## config.mk

```make
export PLATFORM = sky130hd
export DESIGN_NAME = round_robin_task_scheduler_flat
export DESIGN_NICKNAME = d
export VERILOG_FILES = /design/src/design/rrts_pkg.sv /design/src/design/rrts_cmd_if.sv /design/src/design/rrts_rsp_if.sv /design/src/design/rrts_status_mem.sv /design/src/design/rrts_ring_step.sv /design/src/design/round_robin_task_scheduler.sv /design/src/flat_wrapper.sv
export VERILOG_INCLUDE_DIRS = /design/src /design/src/design
export SDC_FILE = /design/constraint.sdc
export NUM_CORES = 1
export LEC_CHECK = 0
export BUFFER_PORTS_ARGS = -buffer_cell sky130_fd_sc_hd__buf_2
export CORE_ASPECT_RATIO = 1.75
export CORE_MARGIN = 2
export CORE_UTILIZATION = 63
export CTS_CLUSTER_SIZE = 16
export DETAILED_ROUTE_END_ITERATION = 8
export PLACE_DENSITY = 0.86
export SLEW_MARGIN = 40
export SYNTH_ARGS = -nofsm -noshare
export SYNTH_HDL_FRONTEND = slang
export SYNTH_SLANG_ARGS = --single-unit
```

## constraint.sdc

```tcl
create_clock -name clk -period 10.4 [get_ports clk]
set_clock_uncertainty 0.2 [all_clocks]
set_input_delay 1.04 -clock clk [delete_from_list [all_inputs] [get_ports clk]]
set_output_delay 1.04 -clock clk [all_outputs]
set_load 0.01 [all_outputs]
```

## src/design/round_robin_task_scheduler_assert.svh

```systemverilog
// Assertion macros shared by the scheduler RTL.
`ifndef ROUND_ROBIN_TASK_SCHEDULER_ASSERT_SVH
`define ROUND_ROBIN_TASK_SCHEDULER_ASSERT_SVH

// Consequent checked in the same cycle as the antecedent.
`define RRTS_ASSERT_SAME(label, clk, rst, ante, cons) \
  label: assert property (@(posedge clk) disable iff (rst) (ante) |-> (cons)) \
    else $error("scheduler check failed");

// Consequent checked in the cycle after the antecedent.
`define RRTS_ASSERT_NEXT(label, clk, rst, ante, cons) \
  label: assert property (@(posedge clk) disable iff (rst) (ante) |=> (cons)) \
    else $error("scheduler check failed");

`endif

```

## src/design/rrts_pkg.sv

```systemverilog
package rrts_pkg;

  // Field widths
  localparam int ACT_W     = 4;
  localparam int TASK_W    = 4;
  localparam int COUNT_W   = 5;
  localparam int PERIOD_W  = 16;
  localparam int STATUS_W  = 2;
  localparam int PADDR_W   = 3;
  localparam int PDATA_W   = 32;

  // Action codes
  localparam logic [ACT_W-1:0] ACT_TICK    = 4'd0;
  localparam logic [ACT_W-1:0] ACT_YIELD   = 4'd1;
  localparam logic [ACT_W-1:0] ACT_SWITCH  = 4'd2;
  localparam logic [ACT_W-1:0] ACT_SUSPEND = 4'd3;
  localparam logic [ACT_W-1:0] ACT_RESUME  = 4'd4;
  localparam logic [ACT_W-1:0] ACT_BLOCK   = 4'd5;
  localparam logic [ACT_W-1:0] ACT_UNBLOCK = 4'd6;
  localparam logic [ACT_W-1:0] ACT_START   = 4'd7;
  localparam logic [ACT_W-1:0] ACT_STOP    = 4'd8;

  // Task status codes
  localparam logic [STATUS_W-1:0] ST_IDLE    = 2'd0;
  localparam logic [STATUS_W-1:0] ST_ACTIVE  = 2'd1;
  localparam logic [STATUS_W-1:0] ST_BLOCKED = 2'd2;
  localparam logic [STATUS_W-1:0] ST_SUSPEND = 2'd3;

  // Register select (paddr bit 2)
  localparam logic REG_TASK_COUNT    = 1'b0;
  localparam logic REG_SWITCH_PERIOD = 1'b1;

  // Scheduler mode
  typedef enum logic [1:0] {
    MODE_INIT    = 2'd1,
    MODE_STARTED = 2'd2,
    MODE_STOPPED = 2'd3
  } mode_t;

endpackage

```

## src/design/rrts_cmd_if.sv

```systemverilog
interface rrts_cmd_if;
  logic                            valid;
  logic                            ready;
  logic [rrts_pkg::ACT_W-1:0]      action;
  logic                            use_running;
  logic [rrts_pkg::TASK_W-1:0]     task_index;

  modport source (output valid, action, use_running, task_index, input ready);
  modport sink   (input valid, action, use_running, task_index, output ready);
endinterface

```

## src/design/rrts_rsp_if.sv

```systemverilog
interface rrts_rsp_if;
  logic                            valid;
  logic                            ready;
  logic [rrts_pkg::TASK_W-1:0]     running_task;
  logic [rrts_pkg::TASK_W-1:0]     proposed_task;
  logic                            switch_request;
  logic [rrts_pkg::STATUS_W-1:0]   task_state;
  logic                            accepted;

  modport source (output valid, running_task, proposed_task, switch_request, task_state,
                  accepted, input ready);
  modport sink   (input valid, running_task, proposed_task, switch_request, task_state,
                  accepted, output ready);
endinterface

```

## src/design/rrts_status_mem.sv

```systemverilog
module rrts_status_mem #(
  parameter int DEPTH = 16,
  localparam int AW = $clog2(DEPTH)
) (
  input  logic                            clk,
  input  logic                            rst,
  input  logic                            we,
  input  logic [AW-1:0]                   waddr,
  input  logic [rrts_pkg::STATUS_W-1:0]   wdata,
  input  logic                            re,
  input  logic [AW-1:0]                   raddr,
  output logic [rrts_pkg::STATUS_W-1:0]   rdata
);

  logic [rrts_pkg::STATUS_W-1:0] mem [DEPTH];
  logic [DEPTH-1:0]              valid;

  // Write the status array
  always_ff @(posedge clk) begin
    if (we) begin
      mem[waddr] <= wdata;
    end
  end

  // Track written entries; unwritten ones read as idle
  always_ff @(posedge clk) begin
    if (rst) begin
      valid <= '0;
    end else if (we) begin
      valid[waddr] <= 1'b1;
    end
  end

  // Registered read port
  always_ff @(posedge clk) begin
    if (re) begin
      rdata <= valid[raddr] ? mem[raddr] : rrts_pkg::ST_IDLE;
    end
  end

endmodule

```

## src/design/rrts_ring_step.sv

```systemverilog
module rrts_ring_step (
  input  logic [rrts_pkg::COUNT_W-1:0] ptr,
  input  logic [rrts_pkg::COUNT_W-1:0] count,
  output logic [rrts_pkg::COUNT_W-1:0] nxt
);

  logic [rrts_pkg::COUNT_W:0] sum;

  // Advance one slot around the ring, wrapping to task 0
  always_comb begin
    sum = {1'b0, ptr} + (rrts_pkg::COUNT_W + 1)'(1);
    nxt = (sum >= {1'b0, count}) ? '0 : sum[rrts_pkg::COUNT_W-1:0];
  end

endmodule

```

## src/design/round_robin_task_scheduler.sv

```systemverilog
// Round-robin task scheduler.
// Items arrive on the cmd channel (action, use_running, task_index) and each
// produces exactly one word on the rsp channel (running_task, proposed_task,
// switch_request, task_state, accepted). task_count and switch_period are
// written over the APB port at byte addresses 0 and 4; write them while idle.
// The block takes one item at a time: cmd.ready is high only in the idle
// state. A status, start, stop, tick or ignored action goes through the
// execute, read and output states; a started switch also passes through
// the queued-task write, after the running-task check when that task is in
// range. A yield (or a tick that expires the period while started) adds a
// search of m probes, 1 to n, where n is the effective task count: the
// search reads one status entry per cycle through the single read port of
// the status memory, starting after the running task and stopping at the
// first idle one or after n probes. cmd.ready returns with the load.
// The response register holds its word until rsp.ready; while it is full the
// next result waits in the final state and no new item is taken.
// Reset clears the table to all idle (per-entry valid bits), sets running and
// pending to task 0, clears the tick counter, sets both registers to 1 and
// leaves the scheduler initialized but not started.
module round_robin_task_scheduler #(
  parameter int MAX_TASKS = 16
) (
  input  logic                            clk,
  input  logic                            rst,
  input  logic                            psel,
  input  logic                            penable,
  input  logic                            pwrite,
  input  logic [rrts_pkg::PADDR_W-1:0]    paddr,
  input  logic [rrts_pkg::PDATA_W-1:0]    pwdata,
  output logic [rrts_pkg::PDATA_W-1:0]    prdata,
  output logic                            pready,
  rrts_cmd_if.sink                        cmd,
  rrts_rsp_if.source                      rsp
);

  localparam int IDX_W = $clog2(MAX_TASKS);

  typedef enum logic [6:0] {
    S_IDLE   = 7'b0000001,
    S_EXEC   = 7'b0000010,
    S_SEARCH = 7'b0000100,
    S_SW_CHK = 7'b0001000,
    S_SW_WQ  = 7'b0010000,
    S_READ   = 7'b0100000,
    S_OUT    = 7'b1000000
  } state_t;

  state_t                              state;
  rrts_pkg::mode_t                     mode;

  logic [rrts_pkg::COUNT_W-1:0]        task_count;
  logic [rrts_pkg::PERIOD_W-1:0]       switch_period;

  logic [rrts_pkg::ACT_W-1:0]          act;
  logic                                use_run;
  logic [rrts_pkg::TASK_W-1:0]         tidx;

  logic [rrts_pkg::TASK_W-1:0]         running;
  logic [rrts_pkg::TASK_W-1:0]         pending;
  logic [rrts_pkg::PERIOD_W-1:0]       tick_counter;
  logic [rrts_pkg::COUNT_W-1:0]        chk_ptr;
  logic [rrts_pkg::COUNT_W-1:0]        probe_cnt;
  logic                                req;
  logic                                acc;

  logic                                rsp_valid;
  logic [rrts_pkg::TASK_W-1:0]         rsp_running;
  logic [rrts_pkg::TASK_W-1:0]         rsp_proposed;
  logic                                rsp_req;
  logic [rrts_pkg::STATUS_W-1:0]       rsp_state;
  logic                                rsp_acc;

  logic [rrts_pkg::COUNT_W-1:0]        n;
  logic [rrts_pkg::TASK_W-1:0]         addr;
  logic                                addr_ok;
  logic                                r_ok;
  logic                                q_ok;
  logic                                started;
  logic [rrts_pkg::PERIOD_W-1:0]       tick_next;
  logic [rrts_pkg::PERIOD_W-1:0]       period;
  logic                                tick_wrap;
  logic [rrts_pkg::COUNT_W-1:0]        ring_in;
  logic [rrts_pkg::COUNT_W-1:0]        ring_out;

  logic                                mem_we;
  logic [IDX_W-1:0]                    mem_waddr;
  logic [rrts_pkg::STATUS_W-1:0]       mem_wdata;
  logic                                mem_re;
  logic [IDX_W-1:0]                    mem_raddr;
  logic [rrts_pkg::STATUS_W-1:0]       mem_rdata;

  // Effective task count, addressed task and timer decode
  always_comb begin
    if (task_count == '0) begin
      n = rrts_pkg::COUNT_W'(1);
    end else if (32'(task_count) > MAX_TASKS) begin
      n = rrts_pkg::COUNT_W'(MAX_TASKS);
    end else begin
      n = task_count;
    end
    addr      = use_run ? running : tidx;
    addr_ok   = {1'b0, addr} < n;
    r_ok      = 32'(running) < MAX_TASKS;
    q_ok      = 32'(pending) < MAX_TASKS;
    started   = (mode == rrts_pkg::MODE_STARTED);
    tick_next = tick_counter + rrts_pkg::PERIOD_W'(1);
    period    = (switch_period == '0) ? rrts_pkg::PERIOD_W'(1) : switch_period;
    tick_wrap = (tick_next >= period) || (tick_next == '0);
    ring_in   = (state == S_SEARCH) ? chk_ptr : {1'b0, running};
  end

  // Shared ring stepper: first probe from the running task, then each probe
  rrts_ring_step u_ring (
    .ptr   (ring_in),
    .count (n),
    .nxt   (ring_out)
  );

  rrts_status_mem #(
    .DEPTH (MAX_TASKS)
  ) u_status (
    .clk   (clk),
    .rst   (rst),
    .we    (mem_we),
    .waddr (mem_waddr),
    .wdata (mem_wdata),
    .re    (mem_re),
    .raddr (mem_raddr),
    .rdata (mem_rdata)
  );

  // Status memory access per sequencer step
  always_comb begin
    mem_we    = 1'b0;
    mem_waddr = '0;
    mem_wdata = rrts_pkg::ST_IDLE;
    mem_re    = 1'b0;
    mem_raddr = '0;
    unique case (state)
      S_EXEC: begin
        case (act) inside
          rrts_pkg::ACT_TICK: begin
            if (tick_wrap && started) begin
              mem_re    = 1'b1;
              mem_raddr = IDX_W'(ring_out);
            end
          end
          rrts_pkg::ACT_YIELD: begin
            if (started) begin
              mem_re    = 1'b1;
              mem_raddr = IDX_W'(ring_out);
            end
          end
          rrts_pkg::ACT_SWITCH: begin
            if (started && r_ok) begin
              mem_re    = 1'b1;
              mem_raddr = IDX_W'(running);
            end
          end
          rrts_pkg::ACT_SUSPEND, rrts_pkg::ACT_BLOCK: begin
            mem_we    = addr_ok;
            mem_waddr = IDX_W'(addr);
            mem_wdata = (act == rrts_pkg::ACT_SUSPEND) ? rrts_pkg::ST_SUSPEND
                                                       : rrts_pkg::ST_BLOCKED;
          end
          rrts_pkg::ACT_RESUME, rrts_pkg::ACT_UNBLOCK: begin
            mem_we    = addr_ok;
            mem_waddr = IDX_W'(addr);
            mem_wdata = use_run ? rrts_pkg::ST_ACTIVE : rrts_pkg::ST_IDLE;
          end
          default: begin
          end
        endcase
      end
      S_SEARCH: begin
        mem_re    = 1'b1;
        mem_raddr = IDX_W'(ring_out);
      end
      S_SW_CHK: begin
        mem_we    = (mem_rdata == rrts_pkg::ST_ACTIVE);
        mem_waddr = IDX_W'(running);
        mem_wdata = rrts_pkg::ST_IDLE;
      end
      S_SW_WQ: begin
        mem_we    = q_ok;
        mem_waddr = IDX_W'(pending);
        mem_wdata = rrts_pkg::ST_ACTIVE;
      end
      S_READ: begin
        mem_re    = addr_ok;
        mem_raddr = IDX_W'(addr);
      end
      default: begin
      end
    endcase
  end

  // Sequencer, scheduler state and configuration registers
  always_ff @(posedge clk) begin
    if (rst) begin
      state         <= S_IDLE;
      mode          <= rrts_pkg::MODE_INIT;
      task_count    <= rrts_pkg::COUNT_W'(1);
      switch_period <= rrts_pkg::PERIOD_W'(1);
      running       <= '0;
      pending       <= '0;
      tick_counter  <= '0;
      rsp_valid     <= 1'b0;
    end else begin
      // Take register writes
      if (psel && penable && pwrite) begin
        unique case (paddr[2])
          rrts_pkg::REG_TASK_COUNT:    task_count    <= pwdata[rrts_pkg::COUNT_W-1:0];
          rrts_pkg::REG_SWITCH_PERIOD: switch_period <= pwdata[rrts_pkg::PERIOD_W-1:0];
          default: begin
          end
        endcase
      end

      // Drop the response word once taken, unless a new one loads now
      if (rsp_valid && rsp.ready && (state != S_OUT)) begin
        rsp_valid <= 1'b0;
      end

      unique case (state)
        S_IDLE: begin
          if (cmd.valid) begin
            act     <= cmd.action;
            use_run <= cmd.use_running;
            tidx    <= cmd.task_index;
            req     <= 1'b0;
            acc     <= 1'b0;
            state   <= S_EXEC;
          end
        end
        S_EXEC: begin
          state <= S_READ;
          case (act) inside
            rrts_pkg::ACT_TICK: begin
              acc <= 1'b1;
              if (tick_wrap) begin
                tick_counter <= '0;
                if (started) begin
                  req       <= 1'b1;
                  chk_ptr   <= ring_out;
                  probe_cnt <= '0;
                  state     <= S_SEARCH;
                end
              end else begin
                tick_counter <= tick_next;
              end
            end
            rrts_pkg::ACT_YIELD: begin
              if (started) begin
                acc       <= 1'b1;
                req       <= 1'b1;
                chk_ptr   <= ring_out;
                probe_cnt <= '0;
                state     <= S_SEARCH;
              end
            end
            rrts_pkg::ACT_SWITCH: begin
              if (started) begin
                acc   <= 1'b1;
                state <= r_ok ? S_SW_CHK : S_SW_WQ;
              end
            end
            rrts_pkg::ACT_SUSPEND, rrts_pkg::ACT_RESUME,
            rrts_pkg::ACT_BLOCK, rrts_pkg::ACT_UNBLOCK: begin
              acc <= addr_ok;
            end
            rrts_pkg::ACT_START: begin
              if (mode == rrts_pkg::MODE_INIT) begin
                running <= '0;
                pending <= '0;
                mode    <= rrts_pkg::MODE_STARTED;
                acc     <= 1'b1;
              end else if (mode == rrts_pkg::MODE_STOPPED) begin
                mode <= rrts_pkg::MODE_STARTED;
                acc  <= 1'b1;
              end
            end
            rrts_pkg::ACT_STOP: begin
              if (started) begin
                mode <= rrts_pkg::MODE_STOPPED;
                acc  <= 1'b1;
              end
            end
            default: begin
            end
          endcase
        end
        // One probe per cycle; stop at the first idle task or after n probes
        S_SEARCH: begin
          if (mem_rdata == rrts_pkg::ST_IDLE) begin
            pending <= chk_ptr[rrts_pkg::TASK_W-1:0];
            state   <= S_READ;
          end else if (probe_cnt == n - rrts_pkg::COUNT_W'(1)) begin
            pending <= ring_out[rrts_pkg::TASK_W-1:0];
            state   <= S_READ;
          end else begin
            chk_ptr   <= ring_out;
            probe_cnt <= probe_cnt + rrts_pkg::COUNT_W'(1);
          end
        end
        S_SW_CHK: begin
          state <= S_SW_WQ;
        end
        S_SW_WQ: begin
          running <= pending;
          state   <= S_READ;
        end
        S_READ: begin
          state <= S_OUT;
        end
        // Load the response register when it is free or its word is taken now
        S_OUT: begin
          if (!rsp_valid || rsp.ready) begin
            rsp_valid    <= 1'b1;
            rsp_running  <= running;
            rsp_proposed <= pending;
            rsp_req      <= req;
            rsp_state    <= addr_ok ? mem_rdata : rrts_pkg::ST_IDLE;
            rsp_acc      <= acc;
            state        <= S_IDLE;
          end
        end
        default: begin
          state <= S_IDLE;
        end
      endcase
    end
  end

  // Drive the channels and the register read port
  assign cmd.ready          = (state == S_IDLE);
  assign rsp.valid          = rsp_valid;
  assign rsp.running_task   = rsp_running;
  assign rsp.proposed_task  = rsp_proposed;
  assign rsp.switch_request = rsp_req;
  assign rsp.task_state     = rsp_state;
  assign rsp.accepted       = rsp_acc;

  assign pready = 1'b1;
  assign prdata = (paddr[2] == rrts_pkg::REG_TASK_COUNT)
                ? rrts_pkg::PDATA_W'(task_count)
                : rrts_pkg::PDATA_W'(switch_period);

  `include "round_robin_task_scheduler_assert.svh"

  `RRTS_ASSERT_NEXT(a_busy_after_accept, clk, rst, cmd.valid && cmd.ready, !cmd.ready)
  `RRTS_ASSERT_SAME(a_rsp_from_out, clk, rst, $rose(rsp_valid), $past(state == S_OUT))
  `RRTS_ASSERT_SAME(a_req_accepted, clk, rst, rsp_valid && rsp_req, rsp_acc)

endmodule

```

## src/flat_wrapper.sv

```systemverilog
// flat-port wrapper written by rule: the top's interface ports become plain ports
module round_robin_task_scheduler_flat 
#(
  parameter int MAX_TASKS = 16
)
  (clk, rst, psel, penable, pwrite, paddr, pwdata, prdata, pready, cmd_valid, cmd_action, cmd_use_running, cmd_task_index, cmd_ready, rsp_valid, rsp_running_task, rsp_proposed_task, rsp_switch_request, rsp_task_state, rsp_accepted, rsp_ready);
  rrts_cmd_if cmd_i ();
  rrts_rsp_if rsp_i ();
  input  logic clk;
  input  logic rst;
  input  logic psel;
  input  logic penable;
  input  logic pwrite;
  input  logic [rrts_pkg::PADDR_W-1:0] paddr;
  input  logic [rrts_pkg::PDATA_W-1:0] pwdata;
  output logic [rrts_pkg::PDATA_W-1:0] prdata;
  output logic pready;
  input wire logic [$bits(cmd_i.valid)-1:0] cmd_valid;
  input wire logic [$bits(cmd_i.action)-1:0] cmd_action;
  input wire logic [$bits(cmd_i.use_running)-1:0] cmd_use_running;
  input wire logic [$bits(cmd_i.task_index)-1:0] cmd_task_index;
  output wire logic [$bits(cmd_i.ready)-1:0] cmd_ready;
  output wire logic [$bits(rsp_i.valid)-1:0] rsp_valid;
  output wire logic [$bits(rsp_i.running_task)-1:0] rsp_running_task;
  output wire logic [$bits(rsp_i.proposed_task)-1:0] rsp_proposed_task;
  output wire logic [$bits(rsp_i.switch_request)-1:0] rsp_switch_request;
  output wire logic [$bits(rsp_i.task_state)-1:0] rsp_task_state;
  output wire logic [$bits(rsp_i.accepted)-1:0] rsp_accepted;
  input wire logic [$bits(rsp_i.ready)-1:0] rsp_ready;
  assign cmd_i.valid = cmd_valid;
  assign cmd_i.action = cmd_action;
  assign cmd_i.use_running = cmd_use_running;
  assign cmd_i.task_index = cmd_task_index;
  assign cmd_ready = cmd_i.ready;
  assign rsp_valid = rsp_i.valid;
  assign rsp_running_task = rsp_i.running_task;
  assign rsp_proposed_task = rsp_i.proposed_task;
  assign rsp_switch_request = rsp_i.switch_request;
  assign rsp_task_state = rsp_i.task_state;
  assign rsp_accepted = rsp_i.accepted;
  assign rsp_i.ready = rsp_ready;
  round_robin_task_scheduler #(.MAX_TASKS(MAX_TASKS)) u_core (.clk(clk), .rst(rst), .psel(psel), .penable(penable), .pwrite(pwrite), .paddr(paddr), .pwdata(pwdata), .prdata(prdata), .pready(pready), .cmd(cmd_i), .rsp(rsp_i));
endmodule
```

==> impl_metrics.ini <==
[synth]
synth_cell_types = 79
syn_avg_cell_area_um2 = 9.52
synth_edf_count = 67
synth_seq_cells = 138
yosysTopAreaCell = edfxtp_1
synth_ff_type = dfxtp_1
syn_inst = 810
synthArstFlopShare = 0
synthesis.area_um2 = 7710
synthTopCellsByArea = edfxtp_1 26%, dfxtp_1 18%, mux2i_1 5.5%, ha_1 4.5%, nor2_1 4.2%
synth.top_cell.area_share = 0.261
yosysWarnings = 0
ys_seq_area_frac = 0.445

[global_routing]
track_usage = 0.307
grt_use_met1 = 0.293
busiest_layer = met2
grt_max_degree = 53
grt_use_met2 = 0.565
grt_pass1_wl_um = 30900
overflow = 0
antenna_found_initial = 0
gr-usage-met3 = 0.0603
grt_pass1_vias = 6483

[hold_path]
worstHoldStart = u_core.acc
hold_end = u_core.rsp.accepted
holdCritPathClass = reg2reg
hold_depth = 0

[cts]
cts_setup_buffers = 0
numCtsBuffers = 17
clk_pin_slew_worst_paths_ns = 0.06
root_buffer = clkbuf_16
cts-htree-levels = 4
cts_resized = 0
worstSkewPairLatency_ns = 0.42
clock_path_buffers = 2
cts_num_sinks = 138
cts_tree = built
cts_hold_buf = 0

[setup_path]
reg2reg_slack_ns = 5.09
worst_r2r_endpoint = u_core.u_status.rdata[1]
cp_max_fo = 18
r2r-start = u_core.state[4]
end_kind = flip-flop
crit_type = reg2reg
crit_required_ns = 10.36
worstPathArrival_ns = 5.27
start_kind = flip-flop
rr_worst_depth = 18

[timing]
min_period_over_period = 0.511
max_freq_mhz = 188
setup_violations = 0
rsz0062_at_grt = false
final.min_clock_period_ns = 5.31
holdWs_ns = 0.251
relSlewSlack = 0.454
final.setup.tns_ns = 0
hold_viol = 0
tightest_slew_ns = 0.814
drv_slew = 0

[floorplan]
die_width_um = 87.6
rows = 53
die_y_um = 150
dieArea_um2 = 13200
num_io_pins = 98
start_util = 0.642
coreArea_um2 = 12000

[routing]
wire_per_inst_um = 18.6
wl_um = 19300
drt_first_pass_iters = 6
drtAntennaViolNets = 0
drt_iter0_drc = 510
vias = 6393
drc_errors = 0
via_per_inst = 6.16

[placement]
gp_congestion = 0.912
io_buffer_count = 62
detailed_place_hpwl_um = 14200

[run_status]
status = finished, final reports clean

[layout]
nFillCells = 877
syn2layout_area_growth_pct = 12.0
final_cell_mix = 87 x nor2_1, 85 x nand2_1, 71 x dfxtp_1
final_common_cell = nor2_1
drive_gt1_frac = 0.155
fin_nets = 938
num_antenna_cells = 0

[power]
power.leakage_nw = 3.53
power.density_nw_per_um2 = 142
peakVddDrop_mv = 0.127

[flow_run]
maxCapViolations = 0
[logic make-up after synthesis]
logic type                 count (synthesis)  share of synthesized area
AOI/OAI and AO/OA                        155                      0.138
xor gates and xnor gates                  33                     0.0375
adders and majority gates                 28                     0.0454
buffers and inverters                     81                     0.0523
DFF                                      138                      0.445
muxes                                     51                     0.0682
other                                      2                   0.000974
and+or+nand+nor                          322                      0.213
[stage by stage]
step | std cells | setup WS [ns] | utilization | area (um^2) | total power [mW]
2_1_floorplan | 825 | 6.06 | - | 7760 | 0.634
3_3_place_gp | 1005 | 5.31 | 0.670 | 8040 | 0.648
3_5_place_dp | 1005 | 5.18 | 0.670 | 8050 | 0.651
4_1_cts | 1037 | 5.16 | 0.719 | 8630 | 1.23
5_1_grt | 1037 | 4.71 | 0.719 | 8630 | 1.26
6_report | 1037 | 5.09 | 0.719 | 8630 | 1.23
[registers in the layout, summed over array words and instances, names as in the netlist, 5 cells and up]
register / count
u_core.u_status.mem: 32
u_core.probe_cnt: 5
u_core.tick_counter: 16
u_core.chk_ptr: 5
u_core.switch_period: 16
u_core.state: 7
u_core.task_count: 5
u_core.u_status.valid: 16
[Yosys cell counts (all sizes together) (21+ instances only)]
cell and number:
mux2i 42, inv 27, and2 25, a21oi 65
nor2 87, o21ai 21, dfxtp 71, nand2 85
ha 28, edfxtp 67, buf 28, clkbuf 25
nand3 27
[layer usage]
layer / wire (um) / share of wire
met1: 6280 / 0.33
met2: 10500 / 0.55
met3: 930 / 0.048
met4: 1550 / 0.080
met5: 0 / 0
[how the worst max path moves through the flow]
stage / from / end / depth (start not counted)
after floorplan: u_core.tick_counter[2] / u_core.u_status.rdata[0] / 17
after global placement: u_core.state[4] / u_core.u_status.rdata[0] / 18
after detailed placement: u_core.state[4] / u_core.u_status.rdata[1] / 18
after CTS: u_core.state[4] / u_core.u_status.rdata[1] / 18
after global routing: u_core.state[4] / u_core.u_status.rdata[0] / 18
final: u_core.state[4] / u_core.u_status.rdata[1] / 18
[area by class of cell]
cell class | instances | area (um^2) | share of cell area
multi-input cells | 606 | 3950 | 0.458
flip-flops and latches | 138 | 3430 | 0.398
clock buffers | 23 | 494 | 0.0573
repair buffers | 68 | 355 | 0.0412
well taps | 165 | 206 | 0.0239
inverters | 28 | 105 | 0.0122
clock inverters | 9 | 86.3 | 0.0100
[power by group]
group          switching (mW)  internal, mW  total [mW]
sequential            0.00661         0.572       0.578
clock                   0.227         0.360       0.587
combinational          0.0414        0.0224      0.0638
[critical path, stage by stage, from the launching register on]
cell and delay [ns]:
dfxtp_1 0.35, nor3_4 0.31, nand4b_1 0.66, nand2_1 0.26, nand2_1 0.13, ha_1 0.24
nand2_1 0.08, nor2_1 0.05, xnor2_1 0.13, o21ai_0 0.20, ha_1 0.31, a21o_1 0.19
a31oi_1 0.25, nand3_1 0.28, a2bb2oi_4 0.68, mux2i_1 0.26, mux2i_1 0.10, a22oi_1 0.25
a22oi_1 0.13
Power figures use the tool's default switching activity.
